### config.mk
export PLATFORM = sky130hd
export DESIGN_NAME = mpeg_audio_frame_header_parse_core_flat
export DESIGN_NICKNAME = d
export VERILOG_FILES = /design/src/rtl/mah_pkg.sv /design/src/rtl/mah_if.sv /design/src/rtl/mah_cell.sv /design/src/rtl/mpeg_audio_frame_header_parse_core.sv /design/src/flat_wrapper.sv
export SDC_FILE = /design/constraint.sdc
export NUM_CORES = 1
export LEC_CHECK = 0
export BUFFER_PORTS_ARGS = -buffer_cell sky130_fd_sc_hd__buf_2
export CELL_PAD_IN_SITES_DETAIL_PLACEMENT = 1
export CELL_PAD_IN_SITES_GLOBAL_PLACEMENT = 1
export CORE_MARGIN = 2
export CORE_UTILIZATION = 25
export DETAILED_ROUTE_END_ITERATION = 12
export GPL_ROUTABILITY_DRIVEN = 1
export PLACE_DENSITY_LB_ADDON = 0.12
export SETUP_SLACK_MARGIN = 0.05
export SLEW_MARGIN = 10
export SYNTH_ARGS = -nofsm -noshare
export SYNTH_HDL_FRONTEND = slang
export SYNTH_SLANG_ARGS = --single-unit
### constraint.sdc
create_clock -name clk -period 16.9 [get_ports clk]
set_clock_uncertainty 0.2 [all_clocks]
set_input_delay 0.845 -clock clk [delete_from_list [all_inputs] [get_ports clk]]
set_output_delay 0.845 -clock clk [all_outputs]
set_load 0.01 [all_outputs]
### src/rtl/mah_pkg.sv
// ----------------------------------------------------------------------------
// MPEG audio header parser package
// Field codes, lookup tables, the pipeline record and the per-stage logic.
// ----------------------------------------------------------------------------
package mah_pkg;

  localparam logic [10:0] SYNC_WORD = 11'h7FF;

  localparam logic [1:0] VER_25  = 2'b00;
  localparam logic [1:0] VER_RES = 2'b01;
  localparam logic [1:0] VER_2   = 2'b10;
  localparam logic [1:0] VER_1   = 2'b11;

  localparam logic [1:0] LAYER_RES = 2'b00;
  localparam logic [1:0] LAYER_3   = 2'b01;
  localparam logic [1:0] LAYER_2   = 2'b10;
  localparam logic [1:0] LAYER_1   = 2'b11;

  localparam logic [1:0] MODE_MONO = 2'b11;

  localparam logic [2:0] FULL_HEADER_BYTES = 3'd4;

  // Frame coefficients: samples * 125 / slot for the MPEG-1 rate of each layer.
  localparam logic [19:0] COEF_LAYER1   = 20'd12000;
  localparam logic [19:0] COEF_HALF     = 20'd72000;
  localparam logic [19:0] COEF_FULL     = 20'd144000;

  localparam int RecipShift = 27;

  // Base (MPEG-1) sampling rates; the lower versions divide these by two or four.
  localparam logic [15:0] BASE_RATE [3] = '{16'd44100, 16'd48000, 16'd32000};

  // floor(2^27 / base rate), so that quotient estimates are low by at most one.
  localparam logic [12:0] RECIP [3] = '{
    13'((2 ** RecipShift) / 44100),
    13'((2 ** RecipShift) / 48000),
    13'((2 ** RecipShift) / 32000)
  };

  localparam logic [8:0] KBPS [2][3][16] = '{
    '{
      '{9'd0, 9'd32, 9'd40, 9'd48, 9'd56, 9'd64, 9'd80, 9'd96,
        9'd112, 9'd128, 9'd160, 9'd192, 9'd224, 9'd256, 9'd320, 9'd0},
      '{9'd0, 9'd32, 9'd48, 9'd56, 9'd64, 9'd80, 9'd96, 9'd112,
        9'd128, 9'd160, 9'd192, 9'd224, 9'd256, 9'd320, 9'd384, 9'd0},
      '{9'd0, 9'd32, 9'd64, 9'd96, 9'd128, 9'd160, 9'd192, 9'd224,
        9'd256, 9'd288, 9'd320, 9'd352, 9'd384, 9'd416, 9'd448, 9'd0}
    },
    '{
      '{9'd0, 9'd8, 9'd16, 9'd24, 9'd32, 9'd40, 9'd48, 9'd56,
        9'd64, 9'd80, 9'd96, 9'd112, 9'd128, 9'd144, 9'd160, 9'd0},
      '{9'd0, 9'd8, 9'd16, 9'd24, 9'd32, 9'd40, 9'd48, 9'd56,
        9'd64, 9'd80, 9'd96, 9'd112, 9'd128, 9'd144, 9'd160, 9'd0},
      '{9'd0, 9'd32, 9'd48, 9'd56, 9'd64, 9'd80, 9'd96, 9'd112,
        9'd128, 9'd144, 9'd160, 9'd176, 9'd192, 9'd224, 9'd256, 9'd0}
    }
  };

  localparam logic [10:0] SPF [2][3] = '{
    '{11'd1152, 11'd1152, 11'd384},
    '{11'd576, 11'd1152, 11'd384}
  };

  localparam logic [15:0] RATE [4][4] = '{
    '{16'd11025, 16'd12000, 16'd8000, 16'd0},
    '{16'd0, 16'd0, 16'd0, 16'd0},
    '{16'd22050, 16'd24000, 16'd16000, 16'd0},
    '{16'd44100, 16'd48000, 16'd32000, 16'd0}
  };

  typedef struct packed {
    logic        ok;
    logic [1:0]  layer;
    logic [15:0] rate;
    logic [1:0]  chans;
    logic [10:0] spf;
    logic        pad;
    logic        slot4;
    logic [1:0]  sri;
    logic [26:0] num;
    logic [39:0] work;
    logic [11:0] quot;
  } mah_pipe_t;

  // Field extraction, validity checks, table lookups and the dividend.
  function automatic mah_pipe_t mah_decode(logic [31:0] w, logic [2:0] present);
    mah_pipe_t   p;
    logic [1:0]  ver;
    logic [1:0]  lay;
    logic [3:0]  bri;
    logic [1:0]  sri;
    logic        v2;
    logic [1:0]  li;
    logic [8:0]  kbps;
    logic [15:0] rate;
    logic [19:0] coef;
    logic [28:0] full;
    logic        ok;
    ver  = w[20:19];
    lay  = w[18:17];
    bri  = w[15:12];
    sri  = w[11:10];
    v2   = (ver != VER_1);
    li   = (lay == LAYER_RES) ? 2'd0 : lay - 2'd1;
    kbps = KBPS[v2][li][bri];
    rate = RATE[ver][sri];
    ok   = (present >= FULL_HEADER_BYTES) && (w[31:21] == SYNC_WORD) &&
           (ver != VER_RES) && (lay != LAYER_RES) && (kbps != 9'd0) && (rate != 16'd0);
    if (lay == LAYER_1) begin
      coef = COEF_LAYER1;
    end else if (v2 && (lay == LAYER_3)) begin
      coef = COEF_HALF;
    end else begin
      coef = COEF_FULL;
    end
    unique case (ver)
      VER_2:   coef = coef << 1;
      VER_25:  coef = coef << 2;
      default: coef = coef;
    endcase
    full    = 29'(kbps) * 29'(coef);
    p       = '0;
    if (ok) begin
      p.ok    = 1'b1;
      p.layer = 2'd0 - lay;
      p.rate  = rate;
      p.chans = (w[7:6] == MODE_MONO) ? 2'd1 : 2'd2;
      p.spf   = SPF[v2][li];
      p.pad   = w[9];
      p.slot4 = (lay == LAYER_1);
      p.sri   = sri;
      p.num   = full[26:0];
    end
    return p;
  endfunction

  // Quotient estimate by the reciprocal of the base rate.
  function automatic mah_pipe_t mah_recip(mah_pipe_t p);
    mah_pipe_t r;
    r      = p;
    r.work = 40'(p.num) * 40'(RECIP[p.sri]);
    return r;
  endfunction

  // Keeps the estimate and multiplies it back by the divisor.
  function automatic mah_pipe_t mah_back(mah_pipe_t p);
    mah_pipe_t r;
    r      = p;
    r.quot = p.work[38:27];
    r.work = 40'(28'(p.work[38:27]) * 28'(BASE_RATE[p.sri]));
    return r;
  endfunction

  // Corrects the estimate by one where needed, adds padding, scales by slot.
  function automatic mah_pipe_t mah_fix(mah_pipe_t p);
    mah_pipe_t   r;
    logic [26:0] rem;
    logic [11:0] q;
    logic [11:0] sum;
    r   = p;
    rem = p.num - p.work[26:0];
    q   = (rem >= 27'(BASE_RATE[p.sri])) ? p.quot + 12'd1 : p.quot;
    sum = q + 12'(p.pad);
    r.quot = p.slot4 ? {sum[9:0], 2'b00} : sum;
    return r;
  endfunction

endpackage

### src/rtl/mah_if.sv
// ----------------------------------------------------------------------------
// MPEG audio header parser channels
// Valid/ready channels for header requests and parse results.
// ----------------------------------------------------------------------------
interface mah_in_if;
  logic        valid;
  logic        ready;
  logic [31:0] header_word;
  logic [2:0]  bytes_present;

  modport source(output valid, header_word, bytes_present, input ready);
  modport sink(input valid, header_word, bytes_present, output ready);
endinterface

interface mah_out_if;
  logic        valid;
  logic        ready;
  logic        header_valid;
  logic [1:0]  layer_number;
  logic [15:0] sample_rate_hz;
  logic [1:0]  channels;
  logic [10:0] frame_samples;
  logic [11:0] frame_bytes;

  modport source(output valid, header_valid, layer_number, sample_rate_hz, channels,
                 frame_samples, frame_bytes, input ready);
  modport sink(input valid, header_valid, layer_number, sample_rate_hz, channels,
               frame_samples, frame_bytes, output ready);
endinterface

### src/rtl/mah_cell.sv
// ----------------------------------------------------------------------------
// MPEG audio header parser cell
// One slot of the parse chain: holds a request record and hands it on.
// ----------------------------------------------------------------------------
module mah_cell
  import mah_pkg::*;
(
  input  logic      clk,
  input  logic      rst,
  input  logic      in_valid,
  output logic      in_ready,
  input  mah_pipe_t in_data,
  output logic      out_valid,
  input  logic      out_ready,
  output mah_pipe_t out_data
);

  logic      full;
  mah_pipe_t data;

  assign in_ready  = !full || out_ready;
  assign out_valid = full;
  assign out_data  = data;

  always_ff @(posedge clk) begin
    if (rst) begin
      full <= 1'b0;
    end else if (in_ready) begin
      full <= in_valid;
    end
  end

  always_ff @(posedge clk) begin
    if (in_ready && in_valid) begin
      data <= in_data;
    end
  end

endmodule

### src/rtl/mpeg_audio_frame_header_parse_core.sv
// ----------------------------------------------------------------------------
// MPEG audio frame header parser
// Validates a candidate MPEG-1/2/2.5 audio header and reports its frame layout.
// ----------------------------------------------------------------------------
// The core accepts one header request per cycle while its input is not stalled
// and passes it through a chain of four identical cells: decode and table
// lookup, reciprocal multiply by the base sampling rate, multiply-back, and a
// final correction that adds padding and scales Layer I slots. Each cell
// stalls only when it is full and the one after it is stalled, so the input
// keeps flowing while a finished result waits at the output until all cells fill.
module mpeg_audio_frame_header_parse_core
  import mah_pkg::*;
(
  input logic        clk,
  input logic        rst,
  mah_in_if.sink     hdr,
  mah_out_if.source  res
);

  localparam int Cells = 4;

  logic      vin  [Cells];
  logic      rin  [Cells];
  logic      vout [Cells];
  logic      rout [Cells];
  mah_pipe_t cin  [Cells];
  mah_pipe_t cout [Cells];
  mah_pipe_t last;

  genvar i;
  generate
    for (i = 0; i < Cells; i++) begin : g_cell
      mah_cell u_cell (
        .clk       (clk),
        .rst       (rst),
        .in_valid  (vin[i]),
        .in_ready  (rin[i]),
        .in_data   (cin[i]),
        .out_valid (vout[i]),
        .out_ready (rout[i]),
        .out_data  (cout[i])
      );
    end
  endgenerate

  always_comb begin
    vin[0]    = hdr.valid;
    cin[0]    = mah_decode(hdr.header_word, hdr.bytes_present);
    vin[1]    = vout[0];
    cin[1]    = mah_recip(cout[0]);
    vin[2]    = vout[1];
    cin[2]    = mah_back(cout[1]);
    vin[3]    = vout[2];
    cin[3]    = mah_fix(cout[2]);
    rout[0]   = rin[1];
    rout[1]   = rin[2];
    rout[2]   = rin[3];
    rout[3]   = res.ready;
  end

  assign hdr.ready = rin[0];
  assign last      = cout[Cells - 1];

  assign res.valid          = vout[Cells - 1];
  assign res.header_valid   = last.ok;
  assign res.layer_number   = last.layer;
  assign res.sample_rate_hz = last.rate;
  assign res.channels       = last.chans;
  assign res.frame_samples  = last.spf;
  assign res.frame_bytes    = last.quot;

  // A stalled input can only come from a result held at the output.
  a_stall_source: assert property (@(posedge clk) disable iff (rst)
    !hdr.ready |-> (res.valid && !res.ready))
    else $error("input stalled without a held result");

  a_valid_fields: assert property (@(posedge clk) disable iff (rst)
    (res.valid && res.header_valid) |->
      (res.frame_bytes != 12'd0 && res.frame_samples != 11'd0 &&
       res.layer_number != 2'd0 && res.sample_rate_hz != 16'd0))
    else $error("valid header with an empty field");

  a_invalid_zero: assert property (@(posedge clk) disable iff (rst)
    (res.valid && !res.header_valid) |->
      (res.frame_bytes == 12'd0 && res.sample_rate_hz == 16'd0 &&
       res.channels == 2'd0 && res.frame_samples == 11'd0))
    else $error("rejected header with nonzero fields");

endmodule
### src/flat_wrapper.sv
// flat-port wrapper written by rule: the top's interface ports become plain ports
module mpeg_audio_frame_header_parse_core_flat import mah_pkg::*;
  (clk, rst, hdr_valid, hdr_header_word, hdr_bytes_present, hdr_ready, res_valid, res_header_valid, res_layer_number, res_sample_rate_hz, res_channels, res_frame_samples, res_frame_bytes, res_ready);
  mah_in_if hdr_i ();
  mah_out_if res_i ();
  input logic clk;
  input logic rst;
  input wire logic [$bits(hdr_i.valid)-1:0] hdr_valid;
  input wire logic [$bits(hdr_i.header_word)-1:0] hdr_header_word;
  input wire logic [$bits(hdr_i.bytes_present)-1:0] hdr_bytes_present;
  output wire logic [$bits(hdr_i.ready)-1:0] hdr_ready;
  output wire logic [$bits(res_i.valid)-1:0] res_valid;
  output wire logic [$bits(res_i.header_valid)-1:0] res_header_valid;
  output wire logic [$bits(res_i.layer_number)-1:0] res_layer_number;
  output wire logic [$bits(res_i.sample_rate_hz)-1:0] res_sample_rate_hz;
  output wire logic [$bits(res_i.channels)-1:0] res_channels;
  output wire logic [$bits(res_i.frame_samples)-1:0] res_frame_samples;
  output wire logic [$bits(res_i.frame_bytes)-1:0] res_frame_bytes;
  input wire logic [$bits(res_i.ready)-1:0] res_ready;
  assign hdr_i.valid = hdr_valid;
  assign hdr_i.header_word = hdr_header_word;
  assign hdr_i.bytes_present = hdr_bytes_present;
  assign hdr_ready = hdr_i.ready;
  assign res_valid = res_i.valid;
  assign res_header_valid = res_i.header_valid;
  assign res_layer_number = res_i.layer_number;
  assign res_sample_rate_hz = res_i.sample_rate_hz;
  assign res_channels = res_i.channels;
  assign res_frame_samples = res_i.frame_samples;
  assign res_frame_bytes = res_i.frame_bytes;
  assign res_i.ready = res_ready;
  mpeg_audio_frame_header_parse_core u_core (.clk(clk), .rst(rst), .hdr(hdr_i), .res(res_i));
endmodule
Word-level counts from Yosys, hierarchy flattened --
Index checks and enable logic that the tools add are counted.
Operators by class: mux-type cells 38, $add $sub $neg 5, multipliers 3, reductions and logical operators 23, bitwise logic cells 8, $lt $le $gt $ge 10, eq/ne operators 7
Operators with widths (number):
- $mux 432 | 2
- $mux 420 | 1
- $bmux 144 s2 | 1
- $mux 144 | 2
- $bmux 64 s2 | 1
- $mux 64 | 2
- $mux 33 | 3
- $bmux 16 s2 | 3
- $mux 16 | 6
- $mux 63 | 1
- $pmux 20 s2 | 1
- $mul 27x13->39 | 1
- $bmux 9 s4 | 1
- $mux 18 | 2
- $ge 27x16->1 | 1
- $mul 12x16->27 | 1
- $mul 9x20->27 | 1
- $sub 27x27->27 | 1
- $bmux 13 s2 | 1
- $mux 13 | 2
- $mux 12 | 2
- $bmux 11 s2 | 1
- $mux 11 | 2
- $ge 3x3->1 const B | 7
- 23 further kinds | 48
Storage, ports and cells: input port bits 39, bits in registers 315

Depth between registers and ports, before layout --
Gate-level depths: netlist of run 1.
depth after elaboration 15, mapped depth 34, gate-level depth less buffers 32

Cells and area by module --
From an unflattened synthesis of run 1, not the netlist that was laid out.
Unflattened totals: cell total of the unflattened synthesis 2851, area, all modules 33896.3 µm²
Modules (own cells, without submodules):
- mpeg_audio_frame_header_parse_core | cells an instance 2371, seq. area each 0.0 µm², instances 1, area each 19862.8 µm²
- mah_cell | cells an instance 120, seq. area each 3473.3 µm², instances 4, area each 3508.4 µm²

Least setup slack after synthesis of run 1 --
No wires, ideal clock.
path type in2reg, start input res_ready, end register u_core.g_cell[2].u_cell.data (netlist bit u_core.g_cell[2].u_cell.out_data[0]), enable pin, cell stages on the path 2, slack 9175 ps, path buffers 0, arrival 6877 ps, cell sequence nor2b_1 a21boi_0
Between the ends: cells in the longest elaborated chain, start to end 3
RTL lines:
- from (decl) | line flat_wrapper.sv:19 | input wire logic [$bits(res_i.ready)-1:0] res_ready;
- $logic_or 1x1->1 (2 in a row) | line mah_cell.sv:21 | assign in_ready = !full || out_ready;
- $logic_and 1x1->1 | line mah_cell.sv:34 | if (in_ready && in_valid) begin
- to (signal assigned) | line mah_cell.sv:35 | data <= in_data;
- to (decl) | line mah_cell.sv:19 | mah_pipe_t data;
No other way between the ends. A chain may end at the register's enable or synchronous reset.

Final worst setup path of run 1 --
start input hdr_header_word[20], end register u_core.g_cell[0].u_cell.data (netlist bit u_core.g_cell[0].u_cell.out_data[77]) (data pin)
Between the ends: cells in the longest elaborated chain, start to end 14, elaborated cells on any way between the ends 32, classes of those cells 1 x mul; 3 x eq/ne; 18 x mux; 2 x bitwise; 8 x reduce/logical
RTL lines:
- from (decl) | line flat_wrapper.sv:9 | input wire logic [$bits(hdr_i.header_word)-1:0] hdr_header_word;
- branches (longest 14 deep; another with $mul 9x20->27)
- to (signal assigned) | line mah_cell.sv:35
- to (decl) | line mah_cell.sv:19
Several ways; the timed one is not identified. The select of a mux whose other input is x is not followed.

==> impl_metrics.tcl, run 1 <==
set metrics [dict create \
    cts_resized 0 \
    wire_per_inst_um 17.20 \
    outcome "complete, no violations" \
    core_area_um2 96420 \
    routed_wl_um 63760 \
    synth_cell_types 79 \
    stdcell_area_um2 26740 \
    drive_above_1_share_pct 6.911 \
    fin_crit_sh_pct 46.13 \
    max_freq_mhz 128.3 \
    syn2layout_area_growth_pct 10.39 \
    cts_tree "done" \
    required_ns 17.00 \
    hold_ws_ns 0.2110 \
    worst-endpoint-arrival_ns 7.90 \
    p_per_area_nw_per_um2 174.4 \
    dr.pass1.iters 4 \
    numPortBuffers 67 \
    async_flop_share_pct 0 \
    seq_area_frac_synth_pct 27.48 \
    fp.dieW_um 315.3 \
    p_leak_nw 12.27 \
    io_pins 85 \
    clk_latency_ns 0.56 \
    tns_ns 0 \
    htreeDepth 1 \
    via_count 15790 \
    max-clock-path-buffers 3 \
    hold_viol 0 \
    max_stage_delay_ns 0.64 \
    ys.warnings.count 0 \
    cp_max_fo 17 \
    cap_violations 0 \
    min_path_type "reg -> reg" \
    slew_violations 0 \
    layout_commonest_cell "inv_1" \
    reg2reg_depth 28 \
    setup_viol 0 \
    drcViolationCount 0 \
    rsz0062_at_grt "false" \
    most-common-layout-cells "inv_1, fa_1, ha_1" \
    top_layer "met4" \
    synth.avg_cell_area_um2 10.22 \
    crit_type "in -> reg" \
    hpwl_um 52890 \
    tightest_slew_ns 1.046 \
    syn_inst 2370 \
    initial_core_util_pct 25.12 \
    cts_made_buffers 26 \
    die_y_um 315.3 \
    grt_usage_pct 13.23 \
    die_area_um2 99390 \
    first_global_vias 17870 \
    grt_max_degree 60 \
    worst_setup_path_end_kind "register" \
    met2_length_um 30110 \
    dpl_cell_area_um2 25880 \
    clk_pin_slew_ns 0.07 \
    drt_iter0_drc 558 \
    synth_edf_count 219 \
    ys_ff_latch 223 \
    peakVddDrop_v 0.0001400 \
    m1WireLength_um 31780 \
    fin_crit_ns 7.796 \
    post-cts-setup-buffer-count 0 \
    place.gp.congestion 0.8010 \
    fin_util_pct 27.73 \
    syn_area_um2 24220 \
    postCtsHoldBufs 0 \
    power.total_mw 4.663 \
    drtAntennaViolNets 0 \
    grt.overflow.total 0 \
    final_nets 3023 \
    cp-start-kind "input pin" \
    synth_ff_type "edfxtp_1" \
    antenna_found_initial 0 \
    via_per_inst 4.261 \
    dr_wl_met3_um 798 \
    worst_slew_margin_rel_pct 30.10 \
    root_buffer "clkbuf_16" \
    grt_first_pass_wirelength_um 103600 \
    diodes 0 \
    timing.critical_path.mode_cell "a21oi_1" \
    slowest_stage "ha_1" \
    min_path_cells 0 \
    rows 114 \
    numClockSinks 223 \
]
==> cell usage after synthesis (all sizes together) (5+ instances only) <==
cell type / count / share of area, %
inv: 461 / 7.1
fa: 307 / 25
ha: 264 / 14
edfxtp: 219 / 27
nor2: 194 / 3.0
nand2: 132 / 2.0
a21oi: 93 / 1.9
o21ai: 67 / 1.4
nand2b: 65 / 1.7
xnor2: 64 / 2.3
clkbuf: 55 / 0.85
buf: 51 / 1.5
nor2b: 50 / 1.3
and2: 42 / 1.1
or2: 25 / 0.65
a21o: 22 / 0.68
nor3: 22 / 0.45
xor2: 21 / 0.76
nand3: 19 / 0.39
o21a: 17 / 0.53
nand4: 16 / 0.41
and3: 15 / 0.39
o21bai: 13 / 0.40
a31oi: 12 / 0.31
a211oi: 9 / 0.30
or3: 9 / 0.23
nor4: 8 / 0.27
mux2: 6 / 0.28
mux2i: 6 / 0.25
nor3b: 6 / 0.19
o211ai: 6 / 0.19
a2111oi: 5 / 0.18
==> sequential cells by signal (all words and copies together) (netlist names) <==
signal,count
u_core.g_cell.u_cell.out_valid,4
u_core.g_cell.u_cell.out_data,219
==> through the flow <==
step                      cells  setup WS [ns]
after global placement     3661          8.456
final                      3707          9.104
after floorplan            2409          9.175
after CTS                  3707          9.001
after global routing       3707          8.396
after detailed placement   3661          8.405
==> layout make-up <==
cell class              instances  area [um2]
fillers                     11040       69690
multi-input cells            1619       15450
flip-flops and latches        223        6656
inverters                     461        1730
well taps                    1276        1597
clock buffers                  27       654.4
repair buffers                 82       447.9
clock inverters                19       198.9
==> final timing paths <==
path	from	endpoint	slack, ns
setup reg to reg	u_core.g_cell[0].u_cell.out_data[80]	u_core.g_cell[1].u_cell.out_data[50]	9.51
hold reg to reg	u_core.g_cell[1].u_cell.out_data[109]	u_core.g_cell[2].u_cell.out_data[109]	0.21
setup / recovery	hdr_header_word[20]	u_core.g_cell[0].u_cell.out_data[77]	9.10
hold / removal	u_core.g_cell[1].u_cell.out_data[109]	u_core.g_cell[2].u_cell.out_data[109]	0.21
==> critical path: cells and delay by family <==
family	cells	cell delay, ns
adder cells (fa/ha/maj)	6	2.70
AO/OA/AOI/OAI	16	2.54
buffers and inverters	4	0.78
AND/OR/NAND/NOR	5	0.78
XOR/XNOR	1	0.21
==> kinds of logic after synthesis <==
family | Yosys count | synth area share [%]
buffers and inverters | 567 | 9.500
AO/OA/AOI/OAI | 292 | 7.723
multiplexers | 12 | 0.5269
other | 2 | 0.03101
AND/OR/NAND/NOR | 618 | 12.65
XOR/XNOR | 85 | 3.074
flip-flops | 223 | 27.48
adder cells (fa/ha/maj) | 571 | 39.01
==> where the power goes <==
part | internal, mW | leakage [nW] | switching (mW)
logic | 1.36 | 9.79 | 1.88
registers | 0.792 | 2.06 | 0.0680
clock network | 0.328 | 0.419 | 0.236
==> layer usage <==
layer / up-vias / global-route usage [%]
met5: - / 0
met4: 0 / 2.111
li1: 7657 / -
met1: 7987 / 18.92
met2: 96 / 22.24
met3: 54 / 0.9209
Note: power is estimated with default switching activity, not from simulation.
==> run 2: changes to the inputs <==
==> constraint.sdc (replaced) <==
create_clock -name clk -period 7.8 [get_ports clk]
set_clock_uncertainty 0.2 [all_clocks]
set_input_delay 0.39 -clock clk [delete_from_list [all_inputs] [get_ports clk]]
set_output_delay 0.39 -clock clk [all_outputs]
set_load 0.01 [all_outputs]
==> impl_metrics.tcl, run 2 (synthesis results as in run 1) <==
set metrics [dict create \
    final_nets 3060 \
    grt_usage_pct 13.57 \
    outcome "complete, no violations" \
    p_per_area_nw_per_um2 380.3 \
    clk_latency_ns 0.58 \
    cp_max_fo 16 \
    routed_wl_um 65780 \
    max_stage_delay_ns 0.56 \
    place_inst 3687 \
    place.gp.congestion 0.8223 \
    stdcell_area_um2 27130 \
    slew_violations 0 \
    drcViolationCount 0 \
    min_path_type "in -> reg" \
    cts_made_buffers 28 \
    max_freq_mhz 137.8 \
    via_count 16090 \
    cap_violations 0 \
    fin_crit_sh_pct 93.03 \
    dpl_cell_area_um2 26080 \
    die_area_um2 99390 \
    grt_first_pass_wirelength_um 105400 \
    worst_slew_margin_rel_pct 27.46 \
    crit_type "in -> reg" \
    syn2layout_area_growth_pct 11.99 \
    hold_viol 0 \
    most-common-layout-cells "inv_1, fa_1, ha_1" \
    drt_iter0_drc 663 \
    fin_cells 3750 \
    grt_max_degree 83 \
    max-clock-path-buffers 3 \
    core_area_um2 96420 \
    io_pins 85 \
    rsz0062_at_grt "true" \
    clk_pin_slew_ns 0.05 \
    p_leak_nw 12.47 \
    drtAntennaViolNets 0 \
    hold_ws_ns 0.05780 \
    die_y_um 315.3 \
    cts_tree "done" \
    setup_viol 0 \
    tightest_slew_ns 1.088 \
    cp-start-kind "input pin" \
    fin_crit_ns 7.256 \
    via_per_inst 4.291 \
    drive_above_1_share_pct 8.050 \
    hpwl_um 55220 \
    grt.overflow.total 0 \
    reg2reg_depth 22 \
    rows 114 \
    dr.pass1.iters 4 \
    worst-endpoint-arrival_ns 7.36 \
    required_ns 7.91 \
    num-fill-cells 11040 \
    numPortBuffers 67 \
    first_global_vias 18140 \
    slowest_stage "fa_1" \
    peakVddDrop_v 0.0003348 \
    wire_per_inst_um 17.54 \
    initial_core_util_pct 25.12 \
    worst_setup_path_end_kind "register" \
    power.total_mw 10.32 \
    largest_reg_flops 219 \
    min_path_cells 2 \
    timing.critical_path.mode_cell "a21oi_1" \
    antenna_found_initial 2 \
    fin_util_pct 28.13 \
    r2r_slack_ns 0.60 \
    root_buffer "clkbuf_16" \
    layout_commonest_cell "inv_1" \
    fp.dieW_um 315.3 \
    htreeDepth 1 \
    numClockSinks 223 \
]
[run 2: changes by cell type in the layout (fill, tap and decap cells not counted), sizes merged]
| cell | delta |
|---|---|
| diode | +2 |
| dlygate4sd3 | +8 |
| clkbuf | +13 |
| buf | +27 |
| clkinvlp | +1 |
| clkinv | -8 |
[run 2: routing by layer]
layer  wire length (um)  share of wire [%]  global-route usage, %
met1              31780                 48                  18.90
met2              31680                 48                  23.26
met3               1211                1.8                  1.052
met4               1095                1.7                  2.316
met5                  8              0.012                      0
[run 2: worst max-delay path: cells and delay by family]
kind,cells,cell delay [ns]
simple gates,5,0.92
buf+inv,5,1.05
fa+ha+maj,6,2.42
xor+xnor,1,0.18
compound gates,15,2.39
[run 2: final cells by class]
type                            count  area [um2]  share of cell area (%)
Inverter                          461        1730                   6.379
Timing Repair Buffer              117       730.7                   2.694
Multi-Input combinational cell   1619       15470                   57.02
Antenna cell                        2       5.005                 0.01845
Tap cell                         1276        1597                   5.886
Clock inverter                     12       165.2                  0.6089
Clock buffer                       40       775.7                   2.860
Sequential cell                   223        6656                   24.54
[run 2: worst paths after layout]
path / startpoint / end
worst min register to register: u_core.g_cell[1].u_cell.out_data[101] / u_core.g_cell[2].u_cell.out_data[101]
worst min-delay path: hdr_header_word[18] / u_core.g_cell[0].u_cell.out_data[93]
worst max-delay path: hdr_header_word[17] / u_core.g_cell[0].u_cell.out_data[77]
worst max register to register: u_core.g_cell[0].u_cell.out_data[80] / u_core.g_cell[1].u_cell.out_data[50]
[run 2: what timing repair did]
item	4_1_cts	5_1_grt
gates resized for setup	0	4
setup endpoints to repair	0	5
hold endpoints to repair	8	0
buffers inserted	0	1
hold buffers	8	0
[run 2: metrics by stage]
step	setup TNS, ns	worst slack [ns]
floorplan	0	0.4939
global placement	0	0.3493
detailed placement	0	0.2021
CTS	0	0.3275
global route	-0.0009805	-0.0009805
finish	0	0.5438
[run 2: where the power goes]
group / internal, mW / switching, mW
Sequential: 1.72 / 0.144
Clock: 0.793 / 0.501
Combinational: 2.97 / 4.19
Total: 5.48 / 4.83
==> run 3: changes to the inputs <==
--- a/config.mk
+++ b/config.mk
@@ -5,12 +5,10 @@
 export SDC_FILE = /design/constraint.sdc
 export NUM_CORES = 1
 export LEC_CHECK = 0
-export BUFFER_PORTS_ARGS = -buffer_cell sky130_fd_sc_hd__buf_2
-export CELL_PAD_IN_SITES_DETAIL_PLACEMENT = 1
-export CELL_PAD_IN_SITES_GLOBAL_PLACEMENT = 1
 export CORE_MARGIN = 2
 export CORE_UTILIZATION = 25
 export DETAILED_ROUTE_END_ITERATION = 12
+export DONT_BUFFER_PORTS = 1
 export GPL_ROUTABILITY_DRIVEN = 1
 export PLACE_DENSITY_LB_ADDON = 0.12
 export SETUP_SLACK_MARGIN = 0.05
==> impl_metrics.tcl, run 3 (synthesis results as in run 1) <==
set metrics [dict create \
    grt_usage_pct 12.12 \
    root_buffer "clkbuf_16" \
    cap_violations 0 \
    regArea_um2 6656 \
    clk_pin_slew_ns 0.06 \
    worst_slew_margin_rel_pct 26.46 \
    via_count 15520 \
    switching_power_mw 4.725 \
    use_met2_pct 20.48 \
    cts_tree "done" \
    num-fill-cells 10220 \
    drive_above_1_share_pct 5.006 \
    grt.busiest_layer "met2" \
    grtUsageMet1_pct 17.23 \
    die_area_um2 99390 \
    clk_latency_ns 0.56 \
    io_pins 85 \
    diodes 0 \
    grt_max_degree 59 \
    gr-usage-met3_pct 0.8157 \
    outcome "complete, no violations" \
    first_global_vias 16570 \
    preCtsSetupSlack_ns 0.4885 \
    p_leak_nw 12.16 \
    place.gp.congestion 0.8200 \
    initial_core_util_pct 25.12 \
    drt_iter0_drc 650 \
    cp_max_fo 15 \
    switching_share_pct 46.81 \
    hold_viol 0 \
    most-common-layout-cells "inv_1, fa_1, ha_1" \
    crit_type "reg -> reg" \
    max_freq_mhz 138.7 \
    max-clock-path-buffers 3 \
    via_per_inst 4.225 \
    core_area_um2 96420 \
    fin_crit_sh_pct 92.44 \
    peakVddDrop_v 0.0003567 \
    tns_ns 0 \
    setup_viol 0 \
    numPortBuffers 0 \
    power.total_mw 10.10 \
    largest_reg_flops 219 \
    pwr-share-clk_pct 12.6 \
    cts_made_buffers 27 \
    tightest_slew_ns 1.101 \
    worst-endpoint-arrival_ns 7.32 \
    p_int_mw 5.370 \
    worst_setup_path_end_kind "register" \
    die_y_um 315.3 \
    place_inst 3609 \
    numClockSinks 223 \
    drcViolationCount 0 \
    layout_commonest_cell "inv_1" \
    seq_power_share_pct 18.2 \
    hpwl_um 49640 \
    cp-start-kind "register" \
    drtAntennaViolNets 0 \
    grt.overflow.total 0 \
    p_per_area_nw_per_um2 378.0 \
    fin_cells 3673 \
    fin_crit_ns 7.210 \
    multi_input_area_um2 15460 \
    power_frac_comb_pct 69.2 \
    setup_slack_ns 0.5899 \
    htreeDepth 1 \
    slew_violations 0 \
    rsz0062_at_grt "false" \
    antenna_found_initial 1 \
    hold_ws_ns 0.01650 \
    dr.pass1.iters 5 \
    grt_first_pass_wirelength_um 95220 \
    min_path_type "in -> reg" \
    fp.dieW_um 315.3 \
    wire_per_inst_um 16.07 \
    routed_wl_um 59020 \
    required_ns 7.91 \
    final_nets 2987 \
    rows 114 \
    syn2layout_area_growth_pct 10.26 \
]
[run 3: changes by cell type in the layout (fill, tap and decap cells not counted), sizes merged, moves of 2 or more]
cell         previous run  this run
buf                   109        30
clkbuf                 40        29
dlygate4sd3             8        15
clkinv                  6        10
inv                   462       465
diode                   2         0
[run 3: per-layer routing]
metal,share of wire [%],wire length (um)
met1,48,28430
met5,0,0
met4,1.4,814
met2,48,28560
met3,2.1,1214
[run 3: final timing paths]
path | from | end | cells past startpoint | slack, ns
max | u_core.g_cell[2].u_cell.out_data[61] | u_core.g_cell[3].u_cell.out_data[8] | 21 | 0.59
min | hdr_header_word[11] | u_core.g_cell[0].u_cell.out_data[106] | 3 | 0.02
max reg2reg | u_core.g_cell[2].u_cell.out_data[61] | u_core.g_cell[3].u_cell.out_data[8] | 21 | 0.59
min reg2reg | u_core.g_cell[1].u_cell.out_data[75] | u_core.g_cell[2].u_cell.out_data[75] | 0 | 0.21
[run 3: stage by stage]
| stage | utilization [%] | area, um2 |
|---|---|---|
| floorplan | - | 24370 |
| global placement | 26.61 | 25660 |
| detailed placement | 26.61 | 25660 |
| CTS | 27.69 | 26700 |
| global route | 27.70 | 26710 |
| finish | 27.70 | 26710 |
[run 3: final cells by class]
cell class / instances / share of cell area, %
repair buffers: 45 / 1.405
flip-flops and latches: 223 / 24.92
clock buffers: 29 / 2.558
clock inverters: 20 / 0.7777
multi-input cells: 1619 / 57.88
inverters: 461 / 6.479
well taps: 1276 / 5.978
[run 3: power groups by stage]
stage | sequential, mW | clock [mW] | combinational, mW
5_1_grt | 1.86 | 1.36 | 8.11
4_1_cts | 1.85 | 1.31 | 7.16
6_report | 1.84 | 1.27 | 6.99
2_1_floorplan | 1.79 | 0 | 5.17
3_3_place_gp | 1.87 | 0 | 7.09
3_5_place_dp | 1.87 | 0 | 7.03
[run 3: critical path: stages, from the launching register on]
cell	delay (ns)
edfxtp_1	0.46
ha_1	0.41
a21o_1	0.24
a41oi_1	0.28
o21a_1	0.35
nand2b_1	0.09
a21oi_1	0.19
xnor2_1	0.11
ha_1	0.24
a2111oi_0	0.46
o311a_1	0.43
o2111ai_1	0.41
a2111o_1	0.42
or4_4	0.62
nor2_4	0.32
xnor2_1	0.17
ha_1	0.32
ha_1	0.26
o21ai_2	0.10
or3b_1	0.43
mux2_1	0.33
o21a_1	0.10
[run 3: repair_timing]
action | CTS | global route
hold endpoints to repair | 23 | 0
setup buffers | 0 | 0
hold buffers | 15 | 0
setup endpoints to repair | 0 | 1
gates resized for setup | 0 | 1
